## src/hw/rtl/mlm_pkg.sv

```systemverilog
`default_nettype none
package mlm_pkg;
  localparam int SizeBits = 26;
  localparam int TimeBits = 48;
  localparam int PctBits = 7;
  localparam int CntBits = 32;
  localparam int CfgIdxBits = 3;
  localparam int CfgDataBits = 32;
  localparam int QuoBits = 7;

  typedef enum logic [1:0] {
    FUNC_SAMPLE = 2'd0,
    FUNC_READ   = 2'd1,
    FUNC_CLEAR  = 2'd2,
    FUNC_NONE   = 2'd3
  } func_t;

  typedef enum logic [CfgIdxBits-1:0] {
    CFG_WD_ENABLE = 3'd0,
    CFG_WD_THRESH = 3'd1,
    CFG_CRIT_THR  = 3'd2,
    CFG_WARN_THR  = 3'd3,
    CFG_COOLDOWN  = 3'd4
  } cfg_idx_t;

  typedef enum logic [2:0] {
    ST_IDLE,
    ST_DIV_EXT,
    ST_DIV_INT,
    ST_DIV_FRAG,
    ST_EMA,
    ST_COMMIT,
    ST_OUT
  } state_t;

  // division selector for the shared unit
  typedef enum logic [1:0] {
    DSEL_EXT  = 2'd0,
    DSEL_INT  = 2'd1,
    DSEL_FRAG = 2'd2,
    DSEL_EMA  = 2'd3
  } dsel_t;

  typedef struct packed {
    logic  load;
    logic  div_start;
    dsel_t div_sel;
    logic  div_step;
    logic  commit;
    logic  out_load;
  } ctl_t;

  typedef struct packed {
    logic  div_done;
    func_t func;
  } sts_t;

  typedef struct packed {
    logic [1:0]          func;
    logic [3:0]          stat_index;
    logic [SizeBits-1:0] ext_total;
    logic [SizeBits-1:0] ext_free;
    logic [SizeBits-1:0] int_total;
    logic [SizeBits-1:0] int_free;
    logic [SizeBits-1:0] int_largest;
    logic [TimeBits-1:0] now_ms;
  } in_item_t;

  typedef struct packed {
    logic [PctBits-1:0] ext_used_pct;
    logic [PctBits-1:0] int_used_pct;
    logic [PctBits-1:0] int_frag_pct;
    logic               ext_present;
    logic [1:0]         level;
    logic [1:0]         alert;
    logic [CntBits-1:0] stat_value;
  } out_item_t;
endpackage
`default_nettype wire

```

## src/hw/rtl/mlm_ctrl.sv

```systemverilog
`default_nettype none
module mlm_ctrl (
  input  wire logic       clk,
  input  wire logic       rst_n,
  input  wire logic       in_valid,
  output logic            in_ready,
  output logic            out_valid,
  input  wire logic       out_ready,
  input  wire mlm_pkg::sts_t sts,
  output mlm_pkg::ctl_t   ctl
);
  mlm_pkg::state_t state_r, state_nxt;

  always_ff @(posedge clk) begin
    if (!rst_n) begin
      state_r <= mlm_pkg::ST_IDLE;
    end else begin
      state_r <= state_nxt;
    end
  end

  always_comb begin
    state_nxt = state_r;
    ctl = '0;
    ctl.div_sel = mlm_pkg::DSEL_EXT;
    in_ready = 1'b0;
    out_valid = 1'b0;
    case (state_r)
      mlm_pkg::ST_IDLE: begin
        in_ready = 1'b1;
        if (in_valid) begin
          ctl.load = 1'b1;
          state_nxt = mlm_pkg::ST_DIV_EXT;
        end
      end
      mlm_pkg::ST_DIV_EXT: begin
        if (sts.func != mlm_pkg::FUNC_SAMPLE) begin
          state_nxt = mlm_pkg::ST_COMMIT;
        end else begin
          ctl.div_sel = mlm_pkg::DSEL_EXT;
          ctl.div_step = 1'b1;
          if (sts.div_done) begin
            ctl.div_start = 1'b1;
            state_nxt = mlm_pkg::ST_DIV_INT;
          end
        end
      end
      mlm_pkg::ST_DIV_INT: begin
        ctl.div_sel = mlm_pkg::DSEL_INT;
        ctl.div_step = 1'b1;
        if (sts.div_done) begin
          ctl.div_start = 1'b1;
          state_nxt = mlm_pkg::ST_DIV_FRAG;
        end
      end
      mlm_pkg::ST_DIV_FRAG: begin
        ctl.div_sel = mlm_pkg::DSEL_FRAG;
        ctl.div_step = 1'b1;
        if (sts.div_done) begin
          ctl.div_start = 1'b1;
          state_nxt = mlm_pkg::ST_EMA;
        end
      end
      mlm_pkg::ST_EMA: begin
        ctl.div_sel = mlm_pkg::DSEL_EMA;
        ctl.div_step = 1'b1;
        state_nxt = mlm_pkg::ST_COMMIT;
      end
      mlm_pkg::ST_COMMIT: begin
        ctl.commit = 1'b1;
        ctl.out_load = 1'b1;
        state_nxt = mlm_pkg::ST_OUT;
      end
      mlm_pkg::ST_OUT: begin
        out_valid = 1'b1;
        if (out_ready) begin
          state_nxt = mlm_pkg::ST_IDLE;
        end
      end
      default: state_nxt = mlm_pkg::ST_IDLE;
    endcase
  end
endmodule
`default_nettype wire

```

## config.mk

```make
export PLATFORM = sky130hd
export DESIGN_NAME = mlm_ctrl
export DESIGN_NICKNAME = d
export VERILOG_FILES = /design/src/hw/rtl/mlm_pkg.sv /design/src/hw/rtl/mlm_ctrl.sv
export SDC_FILE = /design/constraint.sdc
export NUM_CORES = 1
export LEC_CHECK = 0
export ABC_AREA = 1
export BUFFER_PORTS_ARGS = -buffer_cell sky130_fd_sc_hd__buf_2
export CORE_AREA = 2 2 39 41
export CTS_CLUSTER_SIZE = 25
export DETAILED_ROUTE_END_ITERATION = 8
export DIE_AREA = 0 0 41 43
export PLACE_DENSITY_LB_ADDON = 0.3
export SYNTH_ARGS = -nofsm -noshare
export SYNTH_HDL_FRONTEND = slang
export SYNTH_SLANG_ARGS = --single-unit
```

## constraint.sdc

```tcl
create_clock -name clk -period 1.45 [get_ports clk]
set_input_delay 0.29 -clock clk [delete_from_list [all_inputs] [get_ports clk]]
set_output_delay 0.29 -clock clk [all_outputs]
set_load 0.01 [all_outputs]
```

# --- After elaboration in Yosys (flattened, before gate mapping) ---
# Cells that the tools add are included.
word_totals:
  ff_bits: 3
  elab_cells: 32
op_classes:
  n_eq_ne: 11
  mux: 16
  n_reduce_logical: 4
ops:
  columns: ["operator", "count"]
  rows:
  - ["3-bit one-hot mux with 7 select lines", 1]
  - ["3-bit two-way mux", 6]
  - ["3-bit one-hot mux with 4 select lines", 1]
  - ["3-bit equality test, second input constant", 3]
  - ["2-bit != test, second input constant", 4]
  - ["3-bit by 2-bit equality test with 1-bit output, second input constant", 2]
  - ["1-bit two-way mux", 5]
  - ["5-bit AND reduction", 1]
  - ["4-bit two-way mux", 1]
  - ["3-bit by 1-bit equality test with 1-bit output, second input constant", 1]
  - ["3-bit logical NOT", 1]
  - ["3-bit != test, second input constant", 1]
  - ["2-bit two-way mux", 1]
  - ["1-bit one-hot mux with 2 select lines", 1]
  - ["2-bit nonzero test", 1]
  - ["2-bit OR reduction", 1]

# --- Longest topological paths before layout ---
# Gate-level depths: netlist of run 1.
depth:
  depth_word: 3
  ltp_mapped: 8

# --- Least setup slack after synthesis of run 1 ---
# Ideal clock, no wire load.
synth_path:
  path_kind: "reg2out"
  from: "reg state_r[2]"
  to: "out ctl[2] (netlist bit)"
  t_arrival_ns: 0.951
  required_ns: 1.160
  slack_ns: 0.209
  stages_incl_launch_ff: 5
  path_buffers: 0
  cell_sequence: "dfxtp_1 -> inv_2 -> nand2_2 -> inv_1 -> nor3_1"
synth_rtl:
  columns: ["element", "line", "text"]
  rows:
  - ["start, declared", "mlm_ctrl.sv:12", "mlm_pkg::state_t state_r, state_nxt;"]
  - ["start signal, assigned", "mlm_ctrl.sv:16", "state_r <= mlm_pkg::ST_IDLE;"]
  - ["start signal, assigned", "mlm_ctrl.sv:18", "state_r <= state_nxt;"]
  - ["end, declared", "mlm_ctrl.sv:10", "output mlm_pkg::ctl_t ctl"]

==> results.json, run 1 <==
{
  "ys_seq_elements": 3,
  "maxSlewViolCount": 0,
  "die_area_sq_mm": 0.001763,
  "post_route_cells_drive_above_1_share_pct": 56.58,
  "synth_mux_area_share_pct": 0,
  "power.switching_mw": 0.5329,
  "clk_transition_reported_paths_ps": 40,
  "final_standard_cell_area_without_fillers_sq_um": 498.0,
  "initial_utilization_pct": 24.32,
  "finalHoldViolCount": 0,
  "period_share_pct": 97.94,
  "avgSynthCellArea_sq_um": 6.120,
  "port_buffers": 15,
  "adder_cell_fraction_of_synth_area_pct": 0,
  "die_height_um": 43,
  "tritoncts_num_sinks": 3,
  "r2r-end": "state_r[1]",
  "gr-total-overflow": 0,
  "grt.total_usage_pct": 10.13,
  "worst_ep_arrival_time_ps": 1130,
  "drt-wirelength-per-cell_um": 8.337,
  "row_count": 14,
  "worst-endpoint-required_ps": 1160,
  "r2r-start": "state_r[0]",
  "syn_area_sq_um": 336.6,
  "power.share.sequential_pct": 19.1,
  "post_synthesis_xor_xnor_area_fraction_pct": 0,
  "max_cap_violations": 0,
  "worstRegToRegCells": 7,
  "crit_path_max_fanout": 5,
  "numCtsBuffers": 3,
  "crit_path_end_kind": "output pin",
  "finalNonFillerCells": 92,
  "clock_tree.root_cell": "clkbuf_4",
  "largest_registers_ranked_by_flip_flop_count": "state_r: 3 flops",
  "power.static_leakage_nw": 0.2673,
  "critical_path_class": "flop to output pin",
  "rsz_0062_raised_after_global_routing": "true",
  "syn_inst": 55,
  "grt_max_degree": 8,
  "synth_top_area_cell": "dfxtp_1",
  "antenna_found_initial": 0,
  "first_global_vias": 314,
  "antenna-diode-count": 0,
  "synthTopCellsByArea": "dfxtp_1 (18%), nor2_1 (10%), nand2_1 (8.9%)",
  "p_int_mw": 0.5680,
  "yosys.area_share.simple_pct": 50.93,
  "gpl.final_weighted_congestion": 0.7075,
  "layout.nets": 84,
  "worst_clock_skew_ps": 0.3416,
  "synth_sequential_area_ratio_pct": 17.84,
  "critical_path.max_stage_delay_ps": 380,
  "floorplan.core_area_sq_mm": 0.001384,
  "routed_wire_length_um": 767,
  "place.detailed.instances": 85,
  "largest_register_ffs": 3,
  "hpwl_um": 624.8,
  "netSwitchingFraction_pct": 48.40,
  "synth.yosys.warnings": 0,
  "dr.first_iter.drc_count": 2,
  "clock_insertion_delay_worst_skew_ps": 230,
  "num_io_pins": 16,
  "fmax_mhz": 704.2,
  "synth_top_family_by_area": "simple AND/OR/NAND/NOR gates",
  "post-route-drc-count": 0,
  "crit_top_cell": "nand2_2",
  "synth_compound_gate_area_share_pct": 14.50,
  "largest-register": "state_r",
  "final_period_minus_worst_setup_slack_ps": 1420,
  "worst_path_max_delay_cell": "dfxtp_4",
  "power.total_mw": 1.101,
  "detail_route.first_pass.iterations": 2,
  "synth_top_area_share_pct": 17.84,
  "power.share.clock_pct": 13.1,
  "layout-area-overhead-vs-synth_pct": 47.96,
  "r2r_slack_ps": 260,
  "holdCritPathClass": "input port to flop",
  "slew_headroom_pct": 85.43,
  "syn_nets": 62,
  "final_util_pct": 35.99,
  "h-tree-depth": 1,
  "worst_hold_path.endpoint": "state_r[1]",
  "timing.critical_path.from_type": "flop",
  "layout_setup_ws_ps": 29.86,
  "setup_failing_eps_final": 0,
  "die_w_um": 41,
  "worst_hold_path_depth": 3,
  "irDropWorstVdd_uv": 604.0,
  "cts_tree": "yes",
  "pwr_density_cell_mw_per_mm2": 2211,
  "place_worst_setup_slack_ps": 67.66,
  "vias": 400,
  "cts.path.max_buffers": 2,
  "outcome": "completed",
  "path_cells": "inv_4, nor2_4, nand2_2, nand2_4, nand2_2, nor2_1, buf_2",
  "post_drt_via_cell_ratio": 4.348,
  "post_synth_num_cell_types": 17,
  "post_dp_cell_area_sq_um": 420.4,
  "hold_start": "rst_n",
  "post_drt_antenna_nets": 0,
  "combPwrFrac_pct": 67.8,
  "grt_pass1_wl_um": 1200,
  "slew_at_the_pin_closest_to_its_max_slew_limit_ps": 217.8
}
what timing repair did:
item,CTS,global route
pin swaps,1,1
resized for setup,6,6
hold buffers,0,0
buffers inserted,2,1
setup endpoints to repair,4,4
hold endpoints to repair,0,0
how the worst max path moves through the flow:
stage,startpoint,endpoint,slack [ps]
detailed placement,state_r[1],ctl[2],70
finish,state_r[0],ctl[5],30
floorplan,state_r[2],ctl[2],210
global route,state_r[0],ctl[5],-50
CTS,state_r[1],ctl[2],-6
global placement,state_r[1],ctl[2],100
kinds of logic after synthesis:
group,Yosys count
buffers and inverters,12
AND/OR/NAND/NOR,31
flip-flops,3
AO/OA/AOI/OAI,9
stage by stage:
stage / TNS (ps) / hold slack (ps)
after floorplan: 0 / 410.7
after global placement: 0 / 553.1
after detailed placement: 0 / 554.6
after CTS: -6.433 / 299.5
after global routing: -119.9 / 303.2
final: 0 / 308.0
layout make-up:
class,count,area (sq um)
clock buffer,4,26.28
timing repair buffer,19,105.1
multi-input combinational,40,237.7
inverter,10,40.04
tap,16,20.02
fill,155,885.9
sequential,3,68.82
cell usage after synthesis (all sizes together):
master	n
a21oi	6
o21ai	3
inv	10
dfxtp	3
nor3	1
buf	2
nand3	5
nor2	14
nand2	11
per-layer routing:
metal / vias up / part of all wire (%) / GRT usage, %
met3: 0 / 5.0 / 1.571
li1: 214 / - / -
met5: - / 0 / 0
met4: 0 / 0 / 8.000
met1: 179 / 39 / 11.54
met2: 7 / 56 / 15.63
power by group through the flow:
stage               combinational [mW]  clock, mW  sequential, mW
floorplan                        0.518          0           0.154
global placement                 0.654          0           0.180
detailed placement               0.653          0           0.181
CTS                              0.703      0.153           0.206
global route                     0.835      0.156           0.218
finish                           0.747      0.144           0.210
cells in the final DEF, fill, tap and decap left out:
cell type,count
buf_2,15
nor2_1,9
inv_1,6
nand2_1,5
nand2_2,5
a21oi_1,5
nand3_1,4
buf_4,4
inv_2,3
nor2_4,3
o21ai_0,3
clkbuf_4,3
nor2_2,2
dfxtp_4,2
inv_4,1
nand2_4,1
nor3_2,1
nand3_4,1
a21oi_2,1
clkbuf_1,1
dfxtp_2,1
worst max-delay path, delay by kind of cell (launching register included):
kind	cells	cell delay [ps]
buffers and inverters	2	180
flip-flops	1	380
AND/OR/NAND/NOR	5	330
Power figures use the tool's default switching activity.
==> inputs of run 2 (changes only) <==
--- a/config.mk
+++ b/config.mk
@@ -11,7 +11,7 @@
 export CTS_CLUSTER_SIZE = 25
 export DETAILED_ROUTE_END_ITERATION = 8
 export DIE_AREA = 0 0 41 43
-export PLACE_DENSITY_LB_ADDON = 0.3
+export PLACE_DENSITY = 0.52
 export SYNTH_ARGS = -nofsm -noshare
 export SYNTH_HDL_FRONTEND = slang
 export SYNTH_SLANG_ARGS = --single-unit
==> run 2 against run 1 <==
Effect of this change: cell count stayed put; sequential share of layout area is 0.14 points higher; power is 1.9% lower; global-route usage is 0.41 points lower; critical path type unchanged; register-to-register slack better by 20 ps; cell area is 1.0% lower; routed wire length is 5.2% lower; setup slack better by 0.86 ps; flip-flop and latch count stayed put; die area stayed put; worst hold slack worse by 4.6 ps; sequential power hardly changed.
==> results.json, run 2 (synthesis gave the netlist of run 1 again) <==
{
  "outcome": "completed",
  "layout.cells.most_common": "buf_2",
  "slew_headroom_pct": 83.91,
  "antenna-diode-count": 0,
  "critical_path.max_stage_delay_ps": 380,
  "die_height_um": 43,
  "gr-total-overflow": 0,
  "routed_wire_length_um": 727,
  "setup_failing_eps_final": 0,
  "floorplan.core_area_sq_mm": 0.001384,
  "post_drt_via_cell_ratio": 4.152,
  "num_io_pins": 16,
  "gpl.final_weighted_congestion": 0.7313,
  "timing.critical_path.from_type": "flop",
  "detail_route.first_pass.iterations": 3,
  "worst_path_max_delay_cell": "dfxtp_4",
  "critical_path_class": "flop to output pin",
  "die_area_sq_mm": 0.001763,
  "path_cells": "inv_4, nor2_4, nand2_2, nand2_4, nand2_1, nor2_1, buf_2",
  "largest-register": "state_r",
  "cts_tree": "yes",
  "grt.total_usage_pct": 9.719,
  "period_share_pct": 97.88,
  "drt-wirelength-per-cell_um": 7.902,
  "clock_tree.root_cell": "clkbuf_4",
  "largest_register_ffs": 3,
  "final_period_minus_worst_setup_slack_ps": 1419,
  "post_drt_antenna_nets": 0,
  "worst_ep_arrival_time_ps": 1130,
  "holdCritPathClass": "input port to flop",
  "power.static_leakage_nw": 0.2672,
  "tritoncts_num_sinks": 3,
  "crit_path_end_kind": "output pin",
  "antenna_found_initial": 0,
  "first_global_vias": 326,
  "maxSlewViolCount": 0,
  "die_w_um": 41,
  "pwr_density_cell_mw_per_mm2": 2191,
  "grt_pass1_wl_um": 1200,
  "dr.first_iter.drc_count": 3,
  "mostFrequentLayoutCells": "buf_2 (15), nor2_1 (9), nand2_1 (7)",
  "h-tree-depth": 1,
  "irDropWorstVdd_uv": 805.1,
  "worst_hold_path_depth": 3,
  "port_buffers": 15,
  "fmax_mhz": 704.6,
  "layout-area-overhead-vs-synth_pct": 46.47,
  "clock_insertion_delay_worst_skew_ps": 230,
  "grt_max_degree": 7,
  "worstRegToRegCells": 7,
  "numCtsBuffers": 3,
  "vias": 382,
  "rsz_0062_raised_after_global_routing": "true",
  "initial_utilization_pct": 24.32,
  "post-route-drc-count": 0,
  "worst_clock_skew_ps": 1.535,
  "crit_path_max_fanout": 5,
  "power.total_mw": 1.080,
  "cts.path.max_buffers": 2,
  "max_cap_violations": 0,
  "hpwl_um": 606.3,
  "hold_ws_ps": 303.4,
  "largest_registers_ranked_by_flip_flop_count": "state_r: 3 flops",
  "clk_transition_reported_paths_ps": 40,
  "fillCellCount": 154,
  "worst-endpoint-required_ps": 1160,
  "layout.nets": 84,
  "finalHoldViolCount": 0,
  "post_route_cells_drive_above_1_share_pct": 53.95,
  "slew_at_the_pin_closest_to_its_max_slew_limit_ps": 240.5,
  "row_count": 14
}
-- run 2: through the flow --
stage | setup TNS [ps] | util, % | setup slack (ps) | cells | cell area [sq um]
3_5_place_dp | 0 | 30.38 | 59.54 | 85 | 420.4
2_1_floorplan | 0 | - | 208.5 | 55 | 336.6
6_report | 0 | 35.62 | 30.72 | 92 | 493.0
3_3_place_gp | 0 | 30.38 | 98.28 | 85 | 420.4
4_1_cts | -25.13 | 33.73 | -14.59 | 91 | 466.7
5_1_grt | -118.4 | 35.62 | -49.04 | 92 | 493.0
-- run 2: worst paths after layout --
| kind | endpoint | slack (ps) | startpoint |
|---|---|---|---|
| worst max-delay path | ctl[5] | 30 | state_r[0] |
| worst min-delay path | state_r[1] | 300 | rst_n |
| worst max register to register | state_r[0] | 280 | state_r[0] |
| worst min register to register | state_r[1] | 560 | state_r[1] |
-- run 2: cell type report --
type	instances	area (sq um)	share of cell area, %
sequential	3	68.82	13.96
tap	16	20.02	4.061
clock buffer	4	26.28	5.330
multi-input combinational	40	232.7	47.21
inverter	10	40.04	8.122
timing repair buffer	19	105.1	21.32
-- run 2: routing by layer --
metal | global-route usage (%) | share of wire, % | wire length [um]
met1 | 12.46 | 44 | 317
met2 | 14.37 | 51 | 368
met3 | 3.141 | 5.8 | 42
met4 | 4.000 | 0 | 0
met5 | 0 | 0 | 0
-- run 2: critical path, delay by kind of cell (launching register included) --
kind	cells	cell delay, ps
flip-flops	1	380
buffers and inverters	2	170
AND/OR/NAND/NOR	5	350
-- run 2: power breakdown --
part | leakage [nW] | total [mW] | internal (mW) | switching, mW
sequential | 0.0264 | 0.207 | 0.138 | 0.0689
combinational | 0.226 | 0.732 | 0.322 | 0.409
clock | 0.0150 | 0.142 | 0.103 | 0.0389
total | 0.267 | 1.08 | 0.563 | 0.517
-- run 2: what timing repair did --
item	CTS	global route
pin swaps	0	1
setup buffers	2	1
hold buffers	0	0
cloned	0	0
resized for setup	3	7
setup endpoints to repair	4	4
==> inputs of run 3 (changes only) <==
--- a/config.mk
+++ b/config.mk
@@ -6,12 +6,12 @@
 export NUM_CORES = 1
 export LEC_CHECK = 0
 export ABC_AREA = 1
-export BUFFER_PORTS_ARGS = -buffer_cell sky130_fd_sc_hd__buf_2
 export CORE_AREA = 2 2 39 41
 export CTS_CLUSTER_SIZE = 25
 export DETAILED_ROUTE_END_ITERATION = 8
 export DIE_AREA = 0 0 41 43
-export PLACE_DENSITY = 0.52
+export DONT_BUFFER_PORTS = 1
+export PLACE_DENSITY = 0.43
 export SYNTH_ARGS = -nofsm -noshare
 export SYNTH_HDL_FRONTEND = slang
 export SYNTH_SLANG_ARGS = --single-unit
==> constraint.sdc (replaced) <==
create_clock -name clk -period 1.3 [get_ports clk]
set_input_delay 0.26 -clock clk [delete_from_list [all_inputs] [get_ports clk]]
set_output_delay 0.26 -clock clk [all_outputs]
set_load 0.01 [all_outputs]
==> run 3 against run 2 <==
Effect of this change: the flow now finishes with violations (setup timing); sequential power up 15%; die area unchanged; first-iteration DRC count down 67%; critical endpoint is now ctl[2]; clock-buffer cell count unchanged; highest routed layer unchanged; worst hold slack worse by 160 ps; clock power up 12%; flip-flop and latch count unchanged; core utilization up 3.0 points; clock skew down 0.53 ps; power up 37%.
==> results.json, run 3 (synthesis gave the netlist of run 1 again) <==
{
  "layout_setup_ws_ps": -100.7,
  "power.share.clock_pct": 10.8,
  "combPwrFrac_pct": 73.1,
  "timing.critical_path.from_type": "flop",
  "period_share_pct": 107.7,
  "gpl.final_weighted_congestion": 0.6346,
  "layout.cells.most_common": "nor2_4",
  "pwr_density_cell_mw_per_mm2": 2764,
  "maxSlewViolCount": 0,
  "power.share.sequential_pct": 16.1,
  "critical_path.max_stage_delay_ps": 360,
  "post-route-drc-count": 0,
  "layout.nets": 76,
  "p_int_mw": 0.7852,
  "largest_register_ffs": 3,
  "clk_transition_reported_paths_ps": 30,
  "clock_insertion_delay_worst_skew_ps": 230,
  "setup_failing_eps_final": 3,
  "worst_path_max_delay_cell": "dfxtp_4",
  "netSwitchingFraction_pct": 46.83,
  "power.total_mw": 1.477,
  "power.switching_mw": 0.6916,
  "antenna-diode-count": 0,
  "power.static_leakage_nw": 0.2421,
  "post_drt_antenna_nets": 0,
  "routed_wire_length_um": 826,
  "cts.path.max_buffers": 2,
  "layout-area-overhead-vs-synth_pct": 58.74,
  "path_cells": "nor2_4, inv_2, nand2_2, inv_2, nor3_2, buf_4",
  "slew_at_the_pin_closest_to_its_max_slew_limit_ps": 235.0,
  "post_drt_via_cell_ratio": 4.298,
  "die_height_um": 43,
  "r2r_slack_ps": 50,
  "grt_pass1_wl_um": 1166,
  "h-tree-depth": 1,
  "detail_route.first_pass.iterations": 2,
  "holdCritPathClass": "input port to flop",
  "initial_utilization_pct": 24.32,
  "vias": 361,
  "die_w_um": 41,
  "dr.first_iter.drc_count": 1,
  "final_period_minus_worst_setup_slack_ps": 1401,
  "finalHoldViolCount": 0,
  "crit_top_cell": "inv_2",
  "cts.hold.buffers_added": 0,
  "cp-startpoint": "state_r[0]",
  "grt_max_degree": 7,
  "port_buffers": 0,
  "first_global_vias": 323,
  "numCtsBuffers": 3,
  "largest_registers_ranked_by_flip_flop_count": "state_r: 3 flops",
  "crit_path_end_kind": "output pin",
  "grt.total_usage_pct": 9.910,
  "tritoncts_num_sinks": 3,
  "worst_clock_skew_ps": 1.007,
  "critical_path_class": "flop to output pin",
  "post_route_cells_drive_above_1_share_pct": 60.29,
  "worst_hold_path.endpoint": "state_r[0]",
  "rsz_0062_raised_after_global_routing": "true",
  "drt-wirelength-per-cell_um": 9.833,
  "max_cap_violations": 0,
  "cts_tree": "yes",
  "num_io_pins": 16,
  "row_count": 14,
  "r2r-end": "state_r[0]",
  "die_area_sq_mm": 0.001763,
  "worst-endpoint-required_ps": 1040,
  "tns_ps": -249.9,
  "largest-register": "state_r",
  "crit_path_max_fanout": 5,
  "gr-total-overflow": 0,
  "worstRegToRegCells": 8,
  "clock_tree.root_cell": "clkbuf_4",
  "mostFrequentLayoutCells": "nor2_4 (7), inv_2 (6), nor2_1 (6), buf_6 (6)",
  "hpwl_um": 587.4,
  "irDropWorstVdd_uv": 707.3,
  "hold_start": "rst_n",
  "violations": "setup timing",
  "r2r-start": "state_r[0]",
  "floorplan.core_area_sq_mm": 0.001384,
  "fmax_mhz": 713.9,
  "place_worst_setup_slack_ps": 12.20,
  "outcome": "finished with violations",
  "worst_ep_arrival_time_ps": 1140,
  "worst_hold_path_depth": 2,
  "antenna_found_initial": 0,
  "fillCellCount": 161,
  "slew_headroom_pct": 84.28
}
run 3: cell count changes in the layout (fill, tap and decap cells not counted), sizes merged:
cell,before,now
buf,19,11
run 3: worst max-delay path: cells and delay by family, from the launching register on:
| kind | cells | cell delay [ps] |
|---|---|---|
| buffers and inverters | 3 | 230 |
| DFF | 1 | 360 |
| and+or+nand+nor | 3 | 320 |
run 3: worst max-delay path by stage:
| stage | endpoint | slack (ps) |
|---|---|---|
| 2_1_floorplan | ctl[2] | 90 |
| 3_3_place_gp | ctl[5] | 20 |
| 3_5_place_dp | ctl[2] | 10 |
| 4_1_cts | ctl[2] | -100 |
| 5_1_grt | ctl[2] | -160 |
| 6_report | ctl[2] | -100 |
run 3: area by class of cell:
cell class                 instances  area, sq um  area share [%]
clock buffer                       4        26.28           4.918
inverter                          10        37.54           7.026
sequential                         3        71.32           13.35
tap                               16        20.02           3.747
timing repair buffer              11        105.1           19.67
multi-input combinational         40        274.0           51.29
run 3: power by group through the flow:
| stage | sequential (mW) | combinational (mW) | clock (mW) |
|---|---|---|---|
| global route | 0.247 | 1.18 | 0.172 |
| CTS | 0.234 | 0.946 | 0.171 |
| detailed placement | 0.206 | 0.786 | 0 |
| floorplan | 0.172 | 0.578 | 0 |
| global placement | 0.208 | 0.785 | 0 |
| finish | 0.238 | 1.08 | 0.159 |
run 3: per-stage QoR:
| stage | hold slack, ps | util [%] | cells | cell area, sq um |
|---|---|---|---|---|
| final | 143.9 | 38.61 | 84 | 534.3 |
| after global routing | 149.2 | 38.61 | 84 | 534.3 |
| after CTS | 133.7 | 35.53 | 83 | 491.7 |
| after detailed placement | 390.0 | 28.75 | 77 | 397.9 |
| after global placement | 391.3 | 28.75 | 77 | 397.9 |
| after floorplan | 380.7 | - | 55 | 336.6 |
run 3: what timing repair did:
item,in CTS,in global routing
pin swaps,5,4
setup buffers,2,1
gates resized for setup,18,11
setup endpoints to repair,8,7
run 3: per-layer routing:
| layer | routed length (um) | share of wire (%) | vias up | GRT usage, % |
|---|---|---|---|---|
| li1 | - | - | 196 | - |
| met1 | 317 | 38 | 159 | 11.46 |
| met2 | 475 | 58 | 6 | 15.00 |
| met3 | 33 | 4.0 | 0 | 1.571 |
| met4 | 0 | 0 | 0 | 8.000 |
| met5 | 0 | 0 | - | 0 |
